## src/hdl/timed_slot_pool_evict_oldest_core_macros.svh

```systemverilog
// ----------------------------------------------------------------------------
// timed slot pool assertion macros
// concurrent check wrappers, empty when SYNTHESIS is defined
// ----------------------------------------------------------------------------
`ifndef TIMED_SLOT_POOL_EVICT_OLDEST_CORE_MACROS_SVH
`define TIMED_SLOT_POOL_EVICT_OLDEST_CORE_MACROS_SVH
`ifndef SYNTHESIS
`define TSP_ASSERT_IMP(lbl, a, b) \
	lbl: assert property (@(posedge clk) disable iff (!arst_n) (a) |-> (b)) \
		else $error("assertion failed");
`define TSP_ASSERT_NXT(lbl, a, b) \
	lbl: assert property (@(posedge clk) disable iff (!arst_n) (a) |=> (b)) \
		else $error("assertion failed");
`else
`define TSP_ASSERT_IMP(lbl, a, b)
`define TSP_ASSERT_NXT(lbl, a, b)
`endif
`endif

```

## src/hdl/tspeo_pkg.sv

```systemverilog
// ----------------------------------------------------------------------------
// tspeo_pkg
// transaction types and codes of the timed slot pool
// ----------------------------------------------------------------------------
package tspeo_pkg;

	localparam logic [1:0] OP_ALLOC = 2'd0;
	localparam logic [1:0] OP_REL   = 2'd1;
	localparam logic [1:0] OP_SWEEP = 2'd2;

	localparam logic [2:0] ST_OK      = 3'd0;
	localparam logic [2:0] ST_EVICT   = 3'd1;
	localparam logic [2:0] ST_EXPIRED = 3'd2;
	localparam logic [2:0] ST_NONE    = 3'd3;
	localparam logic [2:0] ST_BAD_REL = 3'd4;

	localparam logic [30:0] TIME_MAX = 31'h7FFF_FFFF;
	localparam logic [15:0] LIFE_RESET = 16'd1000;

	typedef struct packed {
		logic [1:0]  opcode;
		logic [5:0]  slot_index;
		logic [2:0]  effect_type;
		logic [30:0] now_time;
	} in_t;

	typedef struct packed {
		logic [5:0] result_slot;
		logic [2:0] status;
		logic [6:0] active_count;
		logic       last_result;
	} out_t;

endpackage

```

## src/hdl/timed_slot_pool_evict_oldest_core.sv

```systemverilog
// allocate evicts the oldest slot first when the pool is full; a sweep visits
// each active slot from the oldest and frees the expired ones; results can stall it
// one transaction at a time; all steps share one read port per slot memory
// throughput: a new transaction is taken once the previous one has put its
// last result in the output register
// reset: asynchronous, all slots free, lifetime 1000, output empty
// ----------------------------------------------------------------------------
// timed_slot_pool_evict_oldest_core
// slot pool with lifo free stack, age-ordered active list and expiry sweep
// ----------------------------------------------------------------------------
`include "timed_slot_pool_evict_oldest_core_macros.svh"

module timed_slot_pool_evict_oldest_core
	import tspeo_pkg::*;
#(
	parameter int POOL_SLOTS = 32
) (
	input  logic        clk,
	input  logic        arst_n,
	input  logic        in_valid,
	output logic        in_ready,
	input  in_t         in_data,
	output logic        out_valid,
	input  logic        out_ready,
	output out_t        out_data,
	input  logic        cfg_we,
	input  logic [15:0] cfg_data
);

	localparam int AW = (POOL_SLOTS > 1) ? $clog2(POOL_SLOTS) : 1;
	localparam int TW = $clog2(POOL_SLOTS + 1);

	localparam logic [3:0] S_IDLE  = 4'd0;
	localparam logic [3:0] S_UNRD  = 4'd1;
	localparam logic [3:0] S_UNWR  = 4'd2;
	localparam logic [3:0] S_ACHK  = 4'd3;
	localparam logic [3:0] S_ARD   = 4'd4;
	localparam logic [3:0] S_AWR   = 4'd5;
	localparam logic [3:0] S_RDONE = 4'd6;
	localparam logic [3:0] S_WRD   = 4'd7;
	localparam logic [3:0] S_WCHK  = 4'd8;
	localparam logic [3:0] S_WHIT  = 4'd9;
	localparam logic [3:0] S_FIN   = 4'd10;

	logic [3:0]            state_q, ret_q;
	logic [15:0]           life_q;
	logic [POOL_SLOTS-1:0] active_q, stk_init_q;
	logic [TW-1:0]         free_top_q, count_q, visit_q;
	logic [5:0]            oldest_q, newest_q;
	logic [AW-1:0]         s_q, cur_q, nxt_q;
	logic [5:0]            idx_q;
	logic [30:0]           now_q;
	logic [2:0]            status_q;
	logic                  pend_valid_q;
	logic [5:0]            pend_slot_q;
	logic [2:0]            pend_status_q;
	logic [6:0]            pend_cnt_q;
	logic                  out_valid_q;
	out_t                  out_q;

	// slot memories
	logic [30:0] end_mem [POOL_SLOTS];
	logic [5:0]  newer_mem [POOL_SLOTS];
	logic [5:0]  older_mem [POOL_SLOTS];
	logic [5:0]  stack_mem [POOL_SLOTS];
	logic [30:0] end_rd_q;
	logic [5:0]  newer_rd_q, older_rd_q, stack_rd_q;

	logic [AW-1:0] rd_addr;
	logic          newer_we, older_we, end_we, stk_we;
	logic [AW-1:0] newer_wa, older_wa, end_wa, stk_wa;
	logic [5:0]    newer_wd, older_wd, stk_wd;
	logic [31:0]   end_sum;
	logic [30:0]   end_sat;
	logic [5:0]    s6;
	logic [AW-1:0] alloc_s;
	logic [TW-1:0] ft_m1;
	logic          accept, can_emit, hit, rel_ok, full;

	assign accept   = in_valid && in_ready;
	assign in_ready = (state_q == S_IDLE);
	assign can_emit = !out_valid_q || out_ready;
	assign s6       = 6'(s_q);
	assign alloc_s  = stack_rd_q[AW-1:0];
	assign ft_m1    = free_top_q - 1'b1;
	assign full     = (free_top_q >= TW'(POOL_SLOTS));
	assign end_sum  = {1'b0, now_q} + {16'd0, life_q};
	assign end_sat  = end_sum[31] ? TIME_MAX : end_sum[30:0];
	assign hit      = active_q[cur_q] && (now_q >= end_rd_q);
	assign rel_ok   = (7'(in_data.slot_index) < 7'(POOL_SLOTS))
		&& active_q[in_data.slot_index[AW-1:0]];

	always_comb begin
		case (state_q)
			S_ARD:   rd_addr = free_top_q[AW-1:0];
			S_WRD,
			S_WCHK:  rd_addr = cur_q;
			default: rd_addr = s_q;
		endcase
	end

	always_comb begin
		newer_we = 1'b0;
		newer_wa = older_rd_q[AW-1:0];
		newer_wd = newer_rd_q;
		older_we = 1'b0;
		older_wa = newer_rd_q[AW-1:0];
		older_wd = older_rd_q;
		end_we   = 1'b0;
		end_wa   = alloc_s;
		stk_we   = 1'b0;
		stk_wa   = ft_m1[AW-1:0];
		stk_wd   = s6;
		case (state_q)
			S_UNWR: begin
				newer_we = (s6 != oldest_q);
				older_we = (s6 != newest_q);
				stk_we   = (free_top_q != '0);
			end
			S_AWR: begin
				end_we = 1'b1;
				if (count_q != '0) begin
					newer_we = 1'b1;
					newer_wa = newest_q[AW-1:0];
					newer_wd = 6'(alloc_s);
					older_we = 1'b1;
					older_wa = alloc_s;
					older_wd = newest_q;
				end
			end
			default: ;
		endcase
	end

	always_ff @(posedge clk) begin
		if (newer_we) newer_mem[newer_wa] <= newer_wd;
		if (older_we) older_mem[older_wa] <= older_wd;
		if (end_we)   end_mem[end_wa] <= end_sat;
		if (stk_we)   stack_mem[stk_wa] <= stk_wd;
		newer_rd_q <= newer_mem[rd_addr];
		older_rd_q <= older_mem[rd_addr];
		end_rd_q   <= end_mem[rd_addr];
		stack_rd_q <= stk_init_q[rd_addr] ? stack_mem[rd_addr] : 6'(rd_addr);
	end

	always_ff @(posedge clk or negedge arst_n) begin
		if (!arst_n) begin
			state_q      <= S_IDLE;
			ret_q        <= S_IDLE;
			life_q       <= LIFE_RESET;
			active_q     <= '0;
			stk_init_q   <= '0;
			free_top_q   <= '0;
			count_q      <= '0;
			visit_q      <= '0;
			oldest_q     <= '0;
			newest_q     <= '0;
			pend_valid_q <= 1'b0;
		end else begin
			if (cfg_we) life_q <= cfg_data;
			if (stk_we) stk_init_q[stk_wa] <= 1'b1;
			case (state_q)
				S_IDLE: begin
					if (accept) begin
						idx_q        <= in_data.slot_index;
						now_q        <= in_data.now_time;
						pend_valid_q <= 1'b0;
						status_q     <= ST_OK;
						case (in_data.opcode)
							OP_ALLOC: begin
								if (full) begin
									status_q <= ST_EVICT;
									if (count_q != '0) begin
										s_q     <= oldest_q[AW-1:0];
										ret_q   <= S_ACHK;
										state_q <= S_UNRD;
									end
								end else begin
									state_q <= S_ARD;
								end
							end
							OP_REL: begin
								if (rel_ok) begin
									s_q     <= in_data.slot_index[AW-1:0];
									ret_q   <= S_RDONE;
									state_q <= S_UNRD;
								end else begin
									pend_valid_q  <= 1'b1;
									pend_slot_q   <= in_data.slot_index;
									pend_status_q <= ST_BAD_REL;
									pend_cnt_q    <= 7'(count_q);
									state_q       <= S_FIN;
								end
							end
							OP_SWEEP: begin
								cur_q   <= oldest_q[AW-1:0];
								visit_q <= count_q;
								state_q <= (count_q == '0) ? S_FIN : S_WRD;
							end
							default: ;
						endcase
					end
				end
				S_UNRD: state_q <= S_UNWR;
				S_UNWR: begin
					if (s6 == oldest_q) oldest_q <= newer_rd_q;
					if (s6 == newest_q) newest_q <= older_rd_q;
					active_q[s_q] <= 1'b0;
					if (free_top_q != '0) free_top_q <= ft_m1;
					if (count_q != '0) count_q <= count_q - 1'b1;
					state_q <= ret_q;
				end
				S_ACHK: state_q <= full ? S_IDLE : S_ARD;
				S_ARD:  state_q <= S_AWR;
				S_AWR: begin
					if (count_q == '0) oldest_q <= 6'(alloc_s);
					newest_q          <= 6'(alloc_s);
					active_q[alloc_s] <= 1'b1;
					count_q           <= count_q + 1'b1;
					free_top_q        <= free_top_q + 1'b1;
					pend_valid_q      <= 1'b1;
					pend_slot_q       <= 6'(alloc_s);
					pend_status_q     <= status_q;
					pend_cnt_q        <= 7'(count_q + 1'b1);
					state_q           <= S_FIN;
				end
				S_RDONE: begin
					pend_valid_q  <= 1'b1;
					pend_slot_q   <= idx_q;
					pend_status_q <= ST_OK;
					pend_cnt_q    <= 7'(count_q);
					state_q       <= S_FIN;
				end
				S_WRD: state_q <= S_WCHK;
				S_WCHK: begin
					if (hit) begin
						// previous freed slot goes out first, not the last one
						if (!pend_valid_q || can_emit) begin
							nxt_q   <= newer_rd_q[AW-1:0];
							s_q     <= cur_q;
							ret_q   <= S_WHIT;
							state_q <= S_UNRD;
						end
					end else begin
						cur_q   <= newer_rd_q[AW-1:0];
						visit_q <= visit_q - 1'b1;
						state_q <= (visit_q == TW'(1)) ? S_FIN : S_WRD;
					end
				end
				S_WHIT: begin
					pend_valid_q  <= 1'b1;
					pend_slot_q   <= s6;
					pend_status_q <= ST_EXPIRED;
					pend_cnt_q    <= 7'(count_q);
					cur_q         <= nxt_q;
					visit_q       <= visit_q - 1'b1;
					state_q       <= (visit_q == TW'(1)) ? S_FIN : S_WRD;
				end
				S_FIN: begin
					if (can_emit) begin
						pend_valid_q <= 1'b0;
						state_q      <= S_IDLE;
					end
				end
				default: state_q <= S_IDLE;
			endcase
		end
	end

	// result register
	always_ff @(posedge clk or negedge arst_n) begin
		if (!arst_n) begin
			out_valid_q <= 1'b0;
		end else if (state_q == S_FIN && can_emit) begin
			out_valid_q <= 1'b1;
		end else if (state_q == S_WCHK && hit && pend_valid_q && can_emit) begin
			out_valid_q <= 1'b1;
		end else if (out_ready) begin
			out_valid_q <= 1'b0;
		end
	end

	always_ff @(posedge clk) begin
		if (can_emit) begin
			if (state_q == S_FIN) begin
				if (pend_valid_q) begin
					out_q <= '{pend_slot_q, pend_status_q, pend_cnt_q, 1'b1};
				end else begin
					out_q <= '{6'd0, ST_NONE, 7'(count_q), 1'b1};
				end
			end else if (state_q == S_WCHK && hit && pend_valid_q) begin
				out_q <= '{pend_slot_q, pend_status_q, pend_cnt_q, 1'b0};
			end
		end
	end

	assign out_valid = out_valid_q;
	assign out_data  = out_q;

	`TSP_ASSERT_IMP(a_top_tracks_count, 1'b1, free_top_q == count_q)
	`TSP_ASSERT_IMP(a_idle_no_pending, state_q == S_IDLE, !pend_valid_q)
	`TSP_ASSERT_NXT(a_fin_emits, (state_q == S_FIN) && can_emit, out_valid_q && out_q.last_result)

endmodule

```

## config.mk

```make
export PLATFORM = sky130hd
export DESIGN_NAME = timed_slot_pool_evict_oldest_core
export DESIGN_NICKNAME = d
export VERILOG_FILES = /design/src/hdl/tspeo_pkg.sv /design/src/hdl/timed_slot_pool_evict_oldest_core.sv
export VERILOG_INCLUDE_DIRS = /design/src /design/src/hdl
export SDC_FILE = /design/constraint.sdc
export NUM_CORES = 2
export LEC_CHECK = 0
export ABC_AREA = 0
export BUFFER_PORTS_ARGS = -buffer_cell sky130_fd_sc_hd__buf_2
export CORE_AREA = 2 2 775 391
export CTS_CLUSTER_DIAMETER = 60
export DETAILED_ROUTE_END_ITERATION = 10
export DIE_AREA = 0 0 777 393
export SYNTH_ARGS = -nofsm -noshare
export SYNTH_HDL_FRONTEND = slang
export SYNTH_SLANG_ARGS = --single-unit
```

## constraint.sdc

```tcl
create_clock -name clk -period 5.3 [get_ports clk]
set_input_delay 0.265 -clock clk [delete_from_list [all_inputs] [get_ports clk]]
set_output_delay 0.265 -clock clk [all_outputs]
set_load 0.01 [all_outputs]
```

==> impl_metrics.yaml <==
timing:
  grt_setup_unrepaired: "no"
  fin_setup_tns_ps: 0
  finalHoldViolations: 0
  max_freq_mhz: 218
  setup_viol: 0
  fin_skew_ps: 46.4
  hold_slack_ps: 21.1
  tightestPinTransition_ps: 1220
  fin_crit_sh_pct: 86.5
  setup_ws_ps: 714
  slew_headroom_pct: 18.4
  min_period_ps: 4590
  maxSlewViolCount: 0
synthesis:
  async_flop_share_pct: 6.70
  yosys_most_used_dff: "edfxtp_1"
  postSynthCellCount: 6090
  synth_edf_count: 1622
  ys_seq_area_share_pct: 70.8
  avgSynthCellArea_um2: 12.2
  ys_ff_latch: 1790
  synth_nets: 6218
  syn_area_mm2: 0.0744
  ys_warn_count: 0
  synth_cell_types: 74
grt:
  grt_pass1_vias: 47200
  grt_pass1_wl_mm: 319
  grt_overflow: 0
  grt_max_degree: 128
  grt_use_total_pct: 13.9
  antenna_found_initial: 12
cts:
  cts_setup_buffers: 0
  cts-root-buf: "clkbuf_16"
  clkLatencyLatePin_ps: 840
  ctsHtreeMaxLevel: 4
  cts_inserted_buffers: 170
  cts_tree: "built"
  clockBufferDepth: 4
  clkTransAtPathRegs_ps: 70
  cts.sinks: 1790
worst_setup_path:
  critPathArrivalTime_ps: 5010
  path_max_fanout: 33
  r2r_start: "state_q[0]"
  r2r_cells: 10
  critical_path_class: "reg -> reg"
  reg2reg_to: "newer_mem[21][0]"
  r2r_setup_slack_ps: 710
  crit_end: "newer_mem[21][0]"
  startpoint: "state_q[0]"
  setup.worst_path.end_class: "flop"
  cp-start-kind: "flop"
  worstPathRequired_ps: 5730
layout:
  drive_gt1_share_pct: 9.85
  final_cell_area_mm2: 0.0863
  final_util_pct: 28.9
  areaGrowthSynthToFinish_pct: 16.0
  final_nets: 6303
  fin_cells: 10300
routing:
  drt_iter0_drc: 6745
  firstDrtPassIters: 6
  vias: 50200
  drt.antenna.violating_nets: 0
  wirelength_mm: 219
  drc: 0
  via_per_inst: 4.89
  wl_per_cell_um: 21.4
floorplan:
  design.portCount: 82
  placementRows: 142
  design.die.area_mm2: 0.305
  die_h_um: 393
  die_w_um: 777
  initial_core_util_pct: 24.9
  core_mm2: 0.298
power_and_ir_drop:
  peakVddDrop_uv: 595
  finalPower_mw: 48.6
  p_leak_nw: 30.0
  powerDensity_mw_per_mm2: 562
placement:
  hpwl_mm: 129
  preCtsSetupSlack_ps: 951
  port_buffers: 78
  globalplace.congestion: 0.859
  placedCellCount: 9898
  place_area_mm2: 0.0802
outcome:
  status: "finished, final reports clean"
flow_run:
  cap_violations: 0
hold_path:
  min_path_type: "in -> async"
==> where the power goes <==
group / total, mW / switching, mW / internal (mW)
sequential: 18.3 / 0.827 / 17.5
combinational: 17.8 / 12.7 / 5.14
clock: 12.4 / 5.40 / 7.02
==> synth_stat cells, types with 56 or more instances <==
cell type | instances | area [um2]
nand2_1 | 1629 | 6110
edfxtp_1 | 1622 | 48700
nand3_1 | 1065 | 5330
nor2_1 | 222 | 833
clkbuf_1 | 188 | 706
buf_2 | 135 | 676
dfrtp_1 | 114 | 2850
and3_1 | 105 | 657
a311oi_1 | 91 | 797
a21oi_1 | 87 | 435
inv_1 | 72 | 270
ha_1 | 63 | 788
mux2i_1 | 56 | 561
o21ai_0 | 56 | 280
==> metal layers <==
layer  track usage (%)  wire length, um  vias up
met5                 0               13        -
met4              2.37             3460        2
met3              4.28            27300      272
met2              18.8            87200     2631
met1              21.5           101000    25000
li1                  -                -    22200
==> kinds of logic after synthesis <==
group	after synthesis	share of synthesized area [%]
simple gates	3179	18.7
xor+xnor	47	0.553
mux	107	1.83
buf+inv	457	2.66
fa+ha+maj	65	1.11
flops	1790	70.8
compound gates	445	4.32
==> repair_timing <==
item,CTS,global route
endpoints found under the hold margin,121,0
hold buffers,65,0
resized for setup,0,0
==> sequential cells by signal, summed over array words and instances (netlist names), 7 cells and up <==
signal	cells
out_data	17
active_q	32
older_mem	192
stack_mem	160
life_q	16
now_q	31
pend_cnt_q	7
newer_mem	192
stk_init_q	32
end_rd_q	31
end_mem	992
==> area by class of cell <==
type	instances	area (um2)
sequential	1790	52700
timing repair buffer	298	2820
tap	3960	4950
inverter	72	270
fill	29800	212000
antenna	1	2.50
clock inverter	80	968
multi-input combinational	3843	20100
clock buffer	220	4540
==> worst max-delay path, cell delays in order, from the launching register on <==
cell and delay, ps:
dfrtp_1 650, buf_4 330, nor2b_1 440, and2_1 220, nand2_1 230, mux2i_1 380
inv_1 70, buf_4 270, a21oi_1 330, nand2_1 550, nor2_1 720
==> worst min-delay path by stage <==
stage | startpoint | to | slack [ps] | depth (start not counted)
after floorplan | arst_n | active_q[0] | -30 | 0
after global placement | arst_n | visit_q[2] | 330 | 1
after detailed placement | arst_n | visit_q[3] | 330 | 1
after CTS | cfg_we | life_q[8] | 10 | 2
after global routing | cfg_we | life_q[6] | 40 | 2
final | arst_n | visit_q[5] | 20 | 2
==> cell usage in the layout (no fill, tap or decap), types with 12 or more instances in the layout <==
| cell | instances |
|---|---|
| nand2_1 | 1629 |
| edfxtp_1 | 1622 |
| nand3_1 | 1065 |
| nor2_1 | 190 |
| clkbuf_16 | 172 |
| dfrtp_1 | 114 |
| buf_4 | 106 |
| and3_1 | 104 |
| a311oi_1 | 91 |
| a21oi_1 | 87 |
| buf_2 | 77 |
| inv_1 | 72 |
| dlygate4sd3_1 | 65 |
| ha_1 | 63 |
| mux2i_1 | 56 |
| o21ai_0 | 54 |
| buf_12 | 49 |
| o31ai_1 | 48 |
| dfxtp_1 | 48 |
| clkbuf_1 | 42 |
| or2_2 | 39 |
| nor2_4 | 32 |
| mux2_2 | 31 |
| xnor2_1 | 31 |
| nor2b_1 | 21 |
| nand4_1 | 20 |
| a21o_1 | 20 |
| mux4_2 | 20 |
| clkinv_1 | 20 |
| bufinv_16 | 19 |
| o22a_1 | 18 |
| clkinv_2 | 18 |
| xor2_1 | 16 |
| nor3_1 | 16 |
| and2_1 | 15 |
| nand2b_1 | 13 |
| o211ai_1 | 13 |
| a22oi_1 | 12 |
(Power assumes the default switching activity.)
